**config.mk**
```make
export PLATFORM = sky130hd
export DESIGN_NAME = lrst_ctrl
export DESIGN_NICKNAME = d
export VERILOG_FILES = /design/src/hw/rtl/lrst_pkg.sv /design/src/hw/rtl/lrst_ctrl.sv
export SDC_FILE = /design/constraint.sdc
export NUM_CORES = 1
export LEC_CHECK = 0
export BUFFER_PORTS_ARGS = -buffer_cell sky130_fd_sc_hd__clkbuf_2
export CELL_PAD_IN_SITES_DETAIL_PLACEMENT = 0
export CELL_PAD_IN_SITES_GLOBAL_PLACEMENT = 1
export CORE_ASPECT_RATIO = 0.9
export CORE_MARGIN = 2
export CORE_UTILIZATION = 38
export DETAILED_ROUTE_END_ITERATION = 8
export GPL_TIMING_DRIVEN = 1
export PLACE_DENSITY_LB_ADDON = 0.1
export SYNTH_ARGS = -nofsm -noshare
export SYNTH_HDL_FRONTEND = slang
export SYNTH_SLANG_ARGS = --single-unit
```
**constraint.sdc**
```tcl
create_clock -name clock -period 2 [get_ports clock]
set_input_delay 0.4 -clock clock [delete_from_list [all_inputs] [get_ports clock]]
set_output_delay 0.4 -clock clock [all_outputs]
set_load 0.05 [all_outputs]
```
**src/hw/rtl/lrst_pkg.sv**
```systemverilog
// Package for the lazy range-add / range-sum tree unit.
// Sizes, frame and status types, controller states and datapath op codes.
// No dependencies.
`default_nettype none

package lrst_pkg;

   localparam int MAX_LENGTH = 1024;
   localparam int IDX_W      = $clog2(MAX_LENGTH);
   localparam int LEN_W      = $clog2(MAX_LENGTH + 1);
   localparam int NODES      = 2 * MAX_LENGTH;
   localparam int NODE_W     = $clog2(NODES);
   localparam int SUM_W      = 64;
   localparam int AMT_W      = 32;
   localparam int CSR_W      = 11;
   localparam int STK_D      = IDX_W + 1;
   localparam int STK_AW     = $clog2(STK_D);
   localparam int SP_W       = $clog2(STK_D + 1);

   typedef enum logic [1:0] {
      PH_ENTER,
      PH_RIGHT,
      PH_JOIN
   } phase_type;

   typedef struct packed {
      logic [NODE_W-1:0] v;
      logic [IDX_W-1:0]  lo;
      logic [IDX_W-1:0]  hi;
      phase_type         ph;
   } frame_type;

   typedef enum logic [4:0] {
      OP_NONE,
      OP_CLEAR,
      OP_CFG,
      OP_LOAD,
      OP_APPLY_CUR_RD,
      OP_APPLY_L_RD,
      OP_APPLY_R_RD,
      OP_APPLY_WR,
      OP_SUM_RD_CUR,
      OP_ACC,
      OP_PEND_RD,
      OP_PEND_TAKE,
      OP_DESC_L,
      OP_DESC_R,
      OP_JN_RD_L,
      OP_JN_RD_R,
      OP_JN_WR,
      OP_POP
   } op_type;

   typedef struct packed {
      logic      disjoint;
      logic      covered;
      logic      is_add;
      phase_type ph;
      logic      stack_empty;
      logic      pend_zero;
      logic      clear_last;
   } status_type;

   typedef enum logic [4:0] {
      ST_CLEAR,
      ST_IDLE,
      ST_EVAL,
      ST_ADD_RD,
      ST_ADD_WR,
      ST_Q_RD,
      ST_Q_ACC,
      ST_PD_RD,
      ST_PD_TAKE,
      ST_PL_RD,
      ST_PL_WR,
      ST_PR_RD,
      ST_PR_WR,
      ST_DESC_L,
      ST_DESC_R,
      ST_JN_L,
      ST_JN_R,
      ST_JN_WR,
      ST_POP
   } state_type;

   localparam logic ACTION_ADD = 1'b0;

endpackage

`default_nettype wire

```
**src/hw/rtl/lrst_ctrl.sv**
```systemverilog
// Sequencer for the tree walk: one state per memory step.
// Depends on lrst_pkg.
`default_nettype none

module lrst_ctrl
   import lrst_pkg::*;
(
   input  wire logic       clock,
   input  wire logic       reset,
   input  wire logic       start,
   input  wire logic       csr_valid,
   input  wire status_type status,
   output op_type          op,
   output logic            busy,
   output logic            csr_ready,
   output logic            rsp_strobe
);

   state_type state_ff, state_in;

   always_ff @(posedge clock) begin
      if (reset) begin
         state_ff <= ST_CLEAR;
      end else begin
         state_ff <= state_in;
      end
   end

   always_comb begin
      state_in   = state_ff;
      op         = OP_NONE;
      busy       = 1'b1;
      csr_ready  = 1'b0;
      rsp_strobe = 1'b0;
      case (state_ff)
         ST_CLEAR: begin
            csr_ready = 1'b1;
            if (csr_valid) begin
               op = OP_CFG;
            end else begin
               op = OP_CLEAR;
               if (status.clear_last) state_in = ST_IDLE;
            end
         end
         ST_IDLE: begin
            // a request word wins; the length write waits until idle with no start
            busy      = 1'b0;
            csr_ready = !start;
            if (start) begin
               op       = OP_LOAD;
               state_in = ST_EVAL;
            end else if (csr_valid) begin
               op       = OP_CFG;
               state_in = ST_CLEAR;
            end
         end
         ST_EVAL: begin
            case (status.ph)
               PH_ENTER: begin
                  if (status.disjoint) state_in = ST_POP;
                  else if (status.covered) state_in = status.is_add ? ST_ADD_RD : ST_Q_RD;
                  else state_in = ST_PD_RD;
               end
               PH_RIGHT: state_in = ST_DESC_R;
               PH_JOIN:  state_in = status.is_add ? ST_JN_L : ST_POP;
               default:  state_in = ST_POP;
            endcase
         end
         ST_ADD_RD: begin
            op = OP_APPLY_CUR_RD;
            state_in = ST_ADD_WR;
         end
         ST_ADD_WR: begin
            op = OP_APPLY_WR;
            state_in = ST_POP;
         end
         ST_Q_RD: begin
            op = OP_SUM_RD_CUR;
            state_in = ST_Q_ACC;
         end
         ST_Q_ACC: begin
            op = OP_ACC;
            state_in = ST_POP;
         end
         ST_PD_RD: begin
            op = OP_PEND_RD;
            state_in = ST_PD_TAKE;
         end
         ST_PD_TAKE: begin
            op = OP_PEND_TAKE;
            state_in = status.pend_zero ? ST_DESC_L : ST_PL_RD;
         end
         ST_PL_RD: begin
            op = OP_APPLY_L_RD;
            state_in = ST_PL_WR;
         end
         ST_PL_WR: begin
            op = OP_APPLY_WR;
            state_in = ST_PR_RD;
         end
         ST_PR_RD: begin
            op = OP_APPLY_R_RD;
            state_in = ST_PR_WR;
         end
         ST_PR_WR: begin
            op = OP_APPLY_WR;
            state_in = ST_DESC_L;
         end
         ST_DESC_L: begin
            op = OP_DESC_L;
            state_in = ST_EVAL;
         end
         ST_DESC_R: begin
            op = OP_DESC_R;
            state_in = ST_EVAL;
         end
         ST_JN_L: begin
            op = OP_JN_RD_L;
            state_in = ST_JN_R;
         end
         ST_JN_R: begin
            op = OP_JN_RD_R;
            state_in = ST_JN_WR;
         end
         ST_JN_WR: begin
            op = OP_JN_WR;
            state_in = ST_POP;
         end
         ST_POP: begin
            op = OP_POP;
            if (status.stack_empty) begin
               rsp_strobe = !status.is_add;
               state_in   = ST_IDLE;
            end else begin
               state_in = ST_EVAL;
            end
         end
         default: state_in = ST_CLEAR;
      endcase
   end

endmodule

`default_nettype wire

```
Word-level counts from Yosys, hierarchy flattened
Index checks and enable logic that the tools add are counted.
Word-level totals
  flip-flop bits (word level): 5
  output and inout port bits: 8
  logic and storage cells: 52
Cells by class
  equal/unequal tests: 23
  muxes and demuxes: 20
  reduce and logical (&&, ||, !) cells: 8
Operator list (number)
  5-bit one-hot mux with 16 select lines: 2
  5-bit by 4-bit equality test with 1-bit output (second input constant): 8
  5-bit 2-to-1 mux: 6
  5-bit by 3-bit equality test with 1-bit output (second input constant): 4
  5-bit equality test (second input constant): 3
  5-bit one-hot mux with 3 select lines: 1
  5-bit by 2-bit equality test with 1-bit output (second input constant): 2
  3-bit 2-to-1 mux: 3
  2-bit 2-to-1 mux: 4
  3-bit OR reduction: 2
  5-bit by 1-bit equality test with 1-bit output (second input constant): 1
  5-bit zero test: 1
  2-bit != test (second input constant): 2
  1-bit 2-to-1 mux: 3
  3-bit != test (second input constant): 1
  3-bit AND reduction: 1
  2-bit by 1-bit equality test with 1-bit output (second input constant): 1
  2-bit equality test (second input constant): 1
  1-bit zero test: 2
  2-bit zero test: 1
  1-bit one-hot mux with 2 select lines: 1
  2-bit OR reduction: 1

Depth between registers and ports, before layout
Gate-level depths: netlist of the first run.
  depth in word-level cells: 5
  mapped depth: 6
  depth with buffers taken out: 6

Worst setup path before layout of the first run
OpenSTA, ideal clock, no wires.
  path kind: flip-flop to output port
  start: register state_ff[0]
  end: output port op[3]
  data arrival time: 2.361 ns
  required time: 1.600 ns
  slack: -0.761 ns
  stages on the path, launching flop included: 4
  path buffers: 2
  cells stage by stage: dfxtp_1 -> buf_2 -> buf_1 -> o41ai_1
On the way
  cells in the longest elaborated chain, start to end: 3
  elaborated cells on any way between the ends: 20
  those cells by class: eq/ne (17); mux (1); reduce/logical (2)
Ends and longest elaborated chain
  start: declaration: line lrst_ctrl.sv:19  | state_type state_ff, state_in;
  start signal: assignment: line lrst_ctrl.sv:25  | state_ff <= state_in;
  5-bit by 4-bit equality test with 1-bit output or 5-bit by 3-bit equality test with 1-bit output (tied branches): line lrst_ctrl.sv:35  | case (state_ff)
  3-bit OR reduction (no source line)
  5-bit one-hot mux with 16 select lines *: line lrst_ctrl.sv:35
  end: declaration: line lrst_ctrl.sv:13  | output op_type op,
Mark *: on every way between the ends. The rest lies on a longest branch, timed or not.

Final worst setup path of the first run
  start: register state_ff[1]
  end: output port op[1]
The elaborated chain is that of the path after synthesis.

==> results of run 1 <==
==> per-layer routing <==
layer  GRT usage [%]  vias up  share of wire (%)
li1                -      448                  -
met3            3.95        4                5.6
met5               0        -                  0
met1            29.2      395                 48
met2            30.3       35                 45
met4            7.78        0                1.4
==> critical path, stage by stage, from the launching register on <==
cell	delay, ps
dfxtp_2	350
or4b_1	510
o21ai_1	90
a31oi_1	70
o22ai_2	190
buf_8	170
==> stage by stage <==
step / setup slack, ps / power, uW / cells
finish: -27.8 / 983 / 157
global route: -90.5 / 1040 / 157
CTS: -36.1 / 952 / 152
detailed placement: 46.6 / 777 / 147
global placement: 53.3 / 782 / 147
floorplan: -149 / 618 / 103
==> cells in the mapped netlist (all sizes together) <==
| cell | n |
|---|---|
| o21bai | 2 |
| o2bb2ai | 1 |
| or3 | 1 |
| nor3 | 4 |
| a211oi | 3 |
| nor2 | 8 |
| o21a | 2 |
| nor4 | 1 |
| o22ai | 2 |
| dfxtp | 5 |
| nor2b | 4 |
| a311o | 1 |
| a21boi | 1 |
| o21ai | 5 |
| nor4b | 1 |
| a32oi | 1 |
| buf | 9 |
| or4b | 1 |
| inv | 5 |
| nand2b | 7 |
| ha | 4 |
| a221oi | 2 |
| o22a | 1 |
| a31oi | 1 |
| xnor2 | 1 |
| o32ai | 3 |
| nand2 | 6 |
| o31ai | 1 |
| a311oi | 2 |
| nand3 | 1 |
| a21oi | 10 |
| mux2i | 1 |
| o211ai | 1 |
| clkbuf | 1 |
| o41ai | 2 |
| a22oi | 1 |
| or2 | 1 |
==> power by group through the flow <==
stage                     clock network [uW]  registers, uW  logic (uW)
after floorplan                            0            127         491
after global placement                     0            166         615
after detailed placement                   0            165         612
after CTS                                121            166         666
after global routing                     131            172         739
final                                    120            166         696
==> final cells by class <==
| type | instances | share of cell area, % |
|---|---|---|
| clock buffers | 4 | 2.47 |
| inverters | 5 | 1.76 |
| multi-input cells | 83 | 57.8 |
| flip-flops and latches | 5 | 10.5 |
| well taps | 25 | 2.94 |
| repair buffers | 35 | 24.6 |
==> logic make-up (layout without fill, tap and decap cells) <==
kind of cell | after synthesis | in the layout | share of synthesized area, %
buffers and inverters | 15 | 44 | 9.74
DFF | 5 | 5 | 13.7
and+or+nand+nor | 35 | 35 | 27.4
adders and majority gates | 4 | 4 | 6.84
xor gates and xnor gates | 1 | 1 | 1.20
AOI/OAI and AO/OA | 42 | 42 | 39.8
muxes | 1 | 1 | 1.37
==> how the worst max path moves through the flow <==
stage               slack [ps]    end
CTS                        -40  op[1]
global placement            50  op[2]
finish                     -30  op[1]
floorplan                 -150  op[3]
detailed placement          50  op[1]
global route               -90  op[1]
==> placed cells by master, fill, tap and decap left out, types with 3 or more instances in the layout <==
cell	count
nor2b_1	3
nand2_1	6
o21ai_0	3
buf_4	15
nor2_1	7
nor3_1	4
dfxtp_2	3
clkbuf_2	14
inv_1	5
clkbuf_4	4
ha_1	4
a21oi_1	9
nand2b_1	7
==> timing repair <==
item	CTS	global route
gates resized for setup	14	8
cloned	0	0
pin swaps	1	3
setup endpoints to repair	6	6
buffers inserted	1	5
==> flow_metrics.env, run 1 <==
export IMPL_fp_row_count=15
export IMPL_worstSetupPathType="flip-flop to output pin"
export IMPL_dr_total_vias=882
export IMPL_crit_arrival_ps=1630
export IMPL_cp_startpoint="state_ff[1]"
export IMPL_whs_endpoint="state_ff[3]"
export IMPL_hold_class="primary input to flip-flop"
export IMPL_finClkSkew_ps=0.614
export IMPL_ys_seq_area_share_pct=13.7
export IMPL_ff_latch_area_um2=111
export IMPL_leakage_uw=0.000438
export IMPL_die_w_um=50.3
export IMPL_clock_fmax_mhz=493
export IMPL_internal_power_uw=485
export IMPL_ant_nets=0
export IMPL_yosysTopAreaCell="dfxtp_1"
export IMPL_synth_nets=119
export IMPL_dpl_cell_area_um2=938
export IMPL_seq_power_share_pct=16.9
export IMPL_fin_nets=149
export IMPL_finalWirelength_mm=2.25
export IMPL_setup_viol=1
export IMPL_cts_tree="built"
export IMPL_final_setup_tns_ps=-27.8
export IMPL_cts_buffer_depth=2
export IMPL_hold_viol=0
export IMPL_ff2ff_setup_slack_ps=370
export IMPL_die_area_um2=2290
export IMPL_ctsHoldBuffers=0
export IMPL_crit_fanout=5
export IMPL_hold_slack_ps=444
export IMPL_nFillCells=182
export IMPL_top_regs="state_ff: 5 flops"
export IMPL_grt_pass1_wl_mm=3.54
export IMPL_power_density_nw_per_um2=924
export IMPL_overflow=0
export IMPL_ctsRootBufferMaster="clkbuf_4"
export IMPL_drive_gt1_share_pct=41.7
export IMPL_top_register="state_ff"
export IMPL_syn_to_final_growth_pct=45.3
export IMPL_worst_ep_required_time_ps=1600
export IMPL_portBuffers=19
export IMPL_n_antenna_cell=0
export IMPL_worst_skew_pair_late_latency_ps=250
export IMPL_ys_warnings_count=0
export IMPL_synth_top_area_share_pct=13.7
export IMPL_drtPass1Iterations=4
export IMPL_grtUsageTotal_pct=20.4
export IMPL_tightest_slew_ps=330
export IMPL_grt_max_degree=20
export IMPL_numCtsBuffers=3
export IMPL_dpl_hpwl_mm=1.64
export IMPL_clock_sinks=5
export IMPL_netlist_area_um2=732
export IMPL_ys_top_cells_by_area="dfxtp_1 (14%), a21oi_1 (6.8%), ha_1 (6.8%)"
export IMPL_rsz0062_at_grt="yes"
export IMPL_start_kind="flip-flop"
export IMPL_ys_types=41
export IMPL_drcViolationCount=0
export IMPL_dieHeight_um=45.6
export IMPL_maxCapViolCount=0
export IMPL_p_comb_share_pct=70.8
export IMPL_r2r_start="state_ff[0]"
export IMPL_fp_coreArea_um2=1860
export IMPL_worst_ir_drop_vdd_mv=0.833
export IMPL_violations="negative setup slack"
export IMPL_postLayoutCellArea_um2=1060
export IMPL_setup_ws_ps=-27.8
export IMPL_globalplace_congestion=0.836
export IMPL_slew_violations=0
export IMPL_min_period_ps=2030
export IMPL_clkPwrFrac_pct=12.2
export IMPL_start_util_pct=39.4
export IMPL_fin_crit_sh_pct=101
export IMPL_synthCells=103
export IMPL_ys_seq_elements=5
export IMPL_holdCritStartpoint="reset"
export IMPL_vias_per_cell=5.62
export IMPL_switching_share_pct=50.6
export IMPL_status="finished with violations"
export IMPL_hold_path_depth=2
export IMPL_multi_input_area_um2=614
export IMPL_worstRegToRegCells=6
export IMPL_max_slew_margin_pct=77.7
export IMPL_first_global_vias=789
export IMPL_end_kind="output pin"
export IMPL_antenna_found_initial=0
export IMPL_cts_htree_levels=1
export IMPL_drt_iter0_markers=34
export IMPL_utilization_pct=57.2
export IMPL_largest_reg_flops=5
export IMPL_post_drt_wl_per_cell_um=14.3
export IMPL_clkTransAtPathRegs_ps=40
export IMPL_syn_avg_cell_area_um2=7.11
export IMPL_switchingPower_uw=498
export IMPL_regToRegEndpoint="state_ff[0]"
export IMPL_ios=20
No activity file was read; power rests on OpenSTA's default activity.
==> inputs of run 2 (changes only) <==
--- a/config.mk
+++ b/config.mk
@@ -10,7 +10,8 @@
 export CELL_PAD_IN_SITES_GLOBAL_PLACEMENT = 1
 export CORE_ASPECT_RATIO = 0.9
 export CORE_MARGIN = 2
-export CORE_UTILIZATION = 38
+export CORE_UTILIZATION = 32
+export CTS_CLUSTER_SIZE = 8
 export DETAILED_ROUTE_END_ITERATION = 8
 export GPL_TIMING_DRIVEN = 1
 export PLACE_DENSITY_LB_ADDON = 0.1
==> constraint.sdc (replaced) <==
create_clock -name clock -period 1.76 [get_ports clock]
set_input_delay 0.352 -clock clock [delete_from_list [all_inputs] [get_ports clock]]
set_output_delay 0.352 -clock clock [all_outputs]
set_load 0.05 [all_outputs]
==> flow_metrics.env, run 2 (synthesis gave the netlist of run 1 again) <==
export IMPL_crit_fanout=6
export IMPL_die_w_um=54.4
export IMPL_clkTransAtPathRegs_ps=50
export IMPL_cts_buffer_depth=2
export IMPL_fin_nets=157
export IMPL_dieHeight_um=49.4
export IMPL_syn_to_final_growth_pct=63.6
export IMPL_worst_skew_pair_late_latency_ps=260
export IMPL_overflow=0
export IMPL_p_comb_share_pct=74.4
export IMPL_ctsRootBufferMaster="clkbuf_4"
export IMPL_internal_power_uw=649
export IMPL_grt_max_degree=13
export IMPL_post_drt_wl_per_cell_um=14.8
export IMPL_tightest_slew_ps=350
export IMPL_leakage_uw=0.000498
export IMPL_numCtsBuffers=3
export IMPL_clock_sinks=5
export IMPL_layout_commonest_cell="buf_4"
export IMPL_rsz0062_at_grt="yes"
export IMPL_setup_ws_ps=-262
export IMPL_hold_class="primary input to flip-flop"
export IMPL_status="finished with violations"
export IMPL_seq_power_share_pct=14.3
export IMPL_min_period_ps=2020
export IMPL_ios=20
export IMPL_r2r_start="state_ff[2]"
export IMPL_maxCapViolCount=0
export IMPL_antenna_found_initial=0
export IMPL_drive_gt1_share_pct=47.9
export IMPL_grt_pass1_wl_mm=3.99
export IMPL_end_kind="output pin"
export IMPL_utilization_pct=55.4
export IMPL_max_slew_margin_pct=76.3
export IMPL_drtPass1Iterations=4
export IMPL_power_density_nw_per_um2=1060
export IMPL_start_kind="flip-flop"
export IMPL_crit_arrival_ps=1670
export IMPL_cts_htree_levels=1
export IMPL_cp_startpoint="state_ff[2]"
export IMPL_hold_slack_ps=389
export IMPL_setup_viol=4
export IMPL_top_regs="state_ff: 5 flops"
export IMPL_vias_per_cell=5.70
export IMPL_fp_row_count=16
export IMPL_dpl_hpwl_mm=1.86
export IMPL_ant_nets=0
export IMPL_p_total_uw=1270
export IMPL_clkPwrFrac_pct=11.3
export IMPL_hold_viol=0
export IMPL_worst_ir_drop_vdd_mv=0.982
export IMPL_top_register="state_ff"
export IMPL_largest_reg_flops=5
export IMPL_cts_tree="built"
export IMPL_dr_total_vias=952
export IMPL_dpl_cell_area_um2=1040
export IMPL_finClkSkew_ps=10.9
export IMPL_fin_crit_sh_pct=115
export IMPL_switching_share_pct=49.1
export IMPL_postLayoutCellArea_um2=1200
export IMPL_grtUsageTotal_pct=19.7
export IMPL_first_global_vias=872
export IMPL_layout_common_cells="buf_4 (21), clkbuf_2 (12), a21oi_1 (9), nor2_1 (7), nand2b_1 (6)"
export IMPL_die_area_um2=2690
export IMPL_globalplace_congestion=0.835
export IMPL_drt_iter0_markers=43
export IMPL_worstSetupPathType="flip-flop to output pin"
export IMPL_finalWirelength_mm=2.47
export IMPL_fp_coreArea_um2=2160
export IMPL_clock_fmax_mhz=495
export IMPL_switchingPower_uw=625
export IMPL_portBuffers=19
export IMPL_violations="negative setup slack"
export IMPL_drcViolationCount=0
export IMPL_n_antenna_cell=0
export IMPL_worst_ep_required_time_ps=1410
export IMPL_slew_violations=0
export IMPL_start_util_pct=33.9
export IMPL_holdCritStartpoint="reset"
-- run 2: worst max-delay path: stages (launching register included) --
cell and delay [ps]:
dfxtp_2 350, or4b_1 500, o21ai_0 100, a31oi_1 80
o22ai_2 210, buf_8 170
-- run 2: cell type report --
cell class / instances / area (um^2)
well taps: 27 / 33.8
multi-input cells: 83 / 647
clock inverters: 1 / 5.00
fillers: 212 / 965
inverters: 5 / 18.8
flip-flops and latches: 5 / 111
clock buffers: 3 / 22.5
repair buffers: 43 / 359
-- run 2: per-layer routing --
metal / share of wire [%] / vias to the layer above / global-route usage [%]
met5: 0 / - / 0
met4: 0.65 / 0 / 5.00
met3: 4.4 / 2 / 3.07
met2: 46 / 31 / 28.1
met1: 49 / 455 / 30.0
li1: - / 464 / -
-- run 2: per-stage QoR --
stage          cells  worst slack (ps)  TNS (ps)
6_report         167              -262      -516
4_1_cts          164              -204      -605
3_5_place_dp     160             -51.3     -51.3
3_3_place_gp     160             -38.0     -38.0
5_1_grt          167              -319      -905
2_1_floorplan    103              -240      -542
-- run 2: worst paths after layout --
check | end | slack, ps | cells past startpoint
max | op[1] | -260 | 5
max reg2reg | state_ff[1] | 300 | 6
min | state_ff[3] | 390 | 2
min reg2reg | state_ff[3] | 620 | 2
-- run 2: repair_timing --
action                     4_1_cts  5_1_grt
setup buffers                    0        3
pin swaps                        2        6
setup endpoints to repair        7        8
gates resized for setup         17       16
hold buffers                     0        0
-- run 2: power by group through the flow --
stage                     Sequential, uW  Clock (uW)  Combinational, uW
after floorplan                      144           0                578
after global placement               173           0                795
after detailed placement             172           0                800
after CTS                            174         141                884
after global routing                 186         155               1000
final                                183         143                948
==> inputs of run 3 (changes only) <==
--- a/config.mk
+++ b/config.mk
@@ -8,7 +8,7 @@
 export BUFFER_PORTS_ARGS = -buffer_cell sky130_fd_sc_hd__clkbuf_2
 export CELL_PAD_IN_SITES_DETAIL_PLACEMENT = 0
 export CELL_PAD_IN_SITES_GLOBAL_PLACEMENT = 1
-export CORE_ASPECT_RATIO = 0.9
+export CORE_ASPECT_RATIO = 1.2
 export CORE_MARGIN = 2
 export CORE_UTILIZATION = 32
 export CTS_CLUSTER_SIZE = 8
==> flow_metrics.env, run 3 (synthesis gave the netlist of run 1 again) <==
export IMPL_place_inst=165
export IMPL_drt_iter0_markers=6
export IMPL_ios=20
export IMPL_max_slew_margin_pct=78.8
export IMPL_cts_htree_levels=1
export IMPL_endpoint="op[1]"
export IMPL_busiest_layer="met2"
export IMPL_grt_pass1_wl_mm=4.23
export IMPL_post_drt_wl_per_cell_um=14.3
export IMPL_worstSetupPathType="flip-flop to output pin"
export IMPL_fin_crit_sh_pct=111
export IMPL_n_antenna_cell=0
export IMPL_finalWirelength_mm=2.56
export IMPL_critPathBufInv=1
export IMPL_cpPeakStageDelay_ps=490
export IMPL_clock_sinks=5
export IMPL_postLayoutCellArea_um2=1350
export IMPL_cts_buffer_depth=2
export IMPL_clkTransAtPathRegs_ps=40
export IMPL_p_comb_share_pct=77.2
export IMPL_final_cells=179
export IMPL_leakage_uw=0.000561
export IMPL_worst_ir_drop_vdd_mv=0.478
export IMPL_clkPwrFrac_pct=9.6
export IMPL_antenna_found_initial=0
export IMPL_layout_common_cells="buf_4 (24), clkbuf_2 (13), a21oi_1 (8), nor2_1 (7)"
export IMPL_start_util_pct=34.6
export IMPL_internal_power_uw=710
export IMPL_dpl_hpwl_mm=1.87
export IMPL_fp_coreArea_um2=2120
export IMPL_setup_viol=6
export IMPL_globalplace_congestion=0.817
export IMPL_switchingPower_uw=627
export IMPL_status="finished with violations"
export IMPL_ctsRootBufferMaster="clkbuf_4"
export IMPL_seq_power_share_pct=13.2
export IMPL_numCtsBuffers=3
export IMPL_top_register="state_ff"
export IMPL_final_setup_tns_ps=-721
export IMPL_gr_usage_met2_pct=35.5
export IMPL_die_w_um=47.7
export IMPL_worst_skew_pair_late_latency_ps=240
export IMPL_p_total_uw=1340
export IMPL_violations="negative setup slack"
export IMPL_grt_max_degree=15
export IMPL_drcViolationCount=0
export IMPL_setup_ws_ps=-192
export IMPL_ant_nets=0
export IMPL_cts_tree="built"
export IMPL_end_kind="output pin"
export IMPL_cp_startpoint="state_ff[3]"
export IMPL_dpl_cell_area_um2=1050
export IMPL_critical_path_depth=5
export IMPL_start_kind="flip-flop"
export IMPL_hold_slack_ps=433
export IMPL_hold_class="primary input to flip-flop"
export IMPL_top_regs="state_ff: 5 flops"
export IMPL_die_area_um2=2690
export IMPL_drtPass1Iterations=4
export IMPL_tightest_slew_ps=319
export IMPL_grtUsageMet1_pct=26.3
export IMPL_fin_nets=166
export IMPL_fp_row_count=18
export IMPL_min_period_ps=1950
export IMPL_portBuffers=19
export IMPL_crit_arrival_ps=1600
export IMPL_vias_per_cell=5.35
export IMPL_crit_slowest_cell="or4b_1"
export IMPL_hold_viol=0
export IMPL_worstRegToRegCells=8
export IMPL_syn_to_final_growth_pct=83.9
export IMPL_overflow=0
export IMPL_rsz0062_at_grt="yes"
export IMPL_worst_ep_required_time_ps=1410
export IMPL_largest_reg_flops=5
export IMPL_worst_path_dominant_cell_family="simple AND/OR/NAND/NOR gates"
export IMPL_crit_fanout=3
export IMPL_clock_fmax_mhz=512
export IMPL_r2r_start="state_ff[1]"
export IMPL_slew_violations=0
export IMPL_dr_total_vias=958
export IMPL_regToRegEndpoint="state_ff[0]"
export IMPL_ff2ff_setup_slack_ps=140
export IMPL_drive_gt1_share_pct=54.4
export IMPL_grtUsageTotal_pct=20.9
export IMPL_first_global_vias=960
export IMPL_finClkSkew_ps=0.839
export IMPL_layout_commonest_cell="buf_4"
export IMPL_power_density_nw_per_um2=993
export IMPL_use_met3_pct=1.93
export IMPL_maxCapViolCount=0
export IMPL_dieHeight_um=56.4
export IMPL_crit_chain="or4b_1 -> o21ai_1 -> a31oi_1 -> o22ai_2 -> buf_8"
export IMPL_switching_share_pct=46.9
==> run 3: power by group through the flow <==
stage          sequential, uW  combinational (uW)  clock, uW
6_report                  177                1030        128
3_3_place_gp              175                 771          0
3_5_place_dp              174                 772          0
5_1_grt                   181                1100        148
2_1_floorplan             144                 578          0
4_1_cts                   174                 874        134
==> run 3: how the worst min path moves through the flow <==
stage,startpoint,to,slack (ps),cells after the start
after floorplan,status[2],state_ff[0],540,2
after global placement,reset,state_ff[3],670,2
after detailed placement,reset,state_ff[3],670,2
after CTS,reset,state_ff[3],410,2
after global routing,reset,state_ff[3],430,2
final,reset,state_ff[3],430,2
==> run 3: worst register-to-register path: stages (launching register included) <==
cell,delay [ps]
dfxtp_2,320
buf_4,140
clkbuf_16,140
buf_4,120
nand2b_4,80
buf_4,160
a211oi_1,220
a21oi_1,90
o32ai_2,240
==> run 3: layout make-up <==
type / instances / area (um^2)
inverter: 5 / 18.8
tap: 30 / 37.5
timing repair buffer: 52 / 462
clock buffer: 4 / 26.3
multi-input combinational: 83 / 691
fill: 205 / 771
sequential: 5 / 111
==> run 3: what timing repair did <==
item                       4_1_cts  5_1_grt
cloned                           0        1
pin swaps                        3       10
setup endpoints to repair        8        9
hold buffers                     0        0
gates resized for setup         24       28
setup buffers                    1        9
==> run 3: per-stage QoR <==
step | utilization (%) | worst slack, ps
2_1_floorplan | - | -240
3_3_place_gp | 49.5 | -46.8
3_5_place_dp | 49.5 | -68.8
4_1_cts | 55.6 | -207
5_1_grt | 63.6 | -265
6_report | 63.6 | -192
==> run 3: layer usage <==
layer / share of wire, % / vias up
met4: 0.35 / 0
met1: 40 / 463
met3: 1.6 / 2
met5: 0 / -
met2: 58 / 12
li1: - / 481
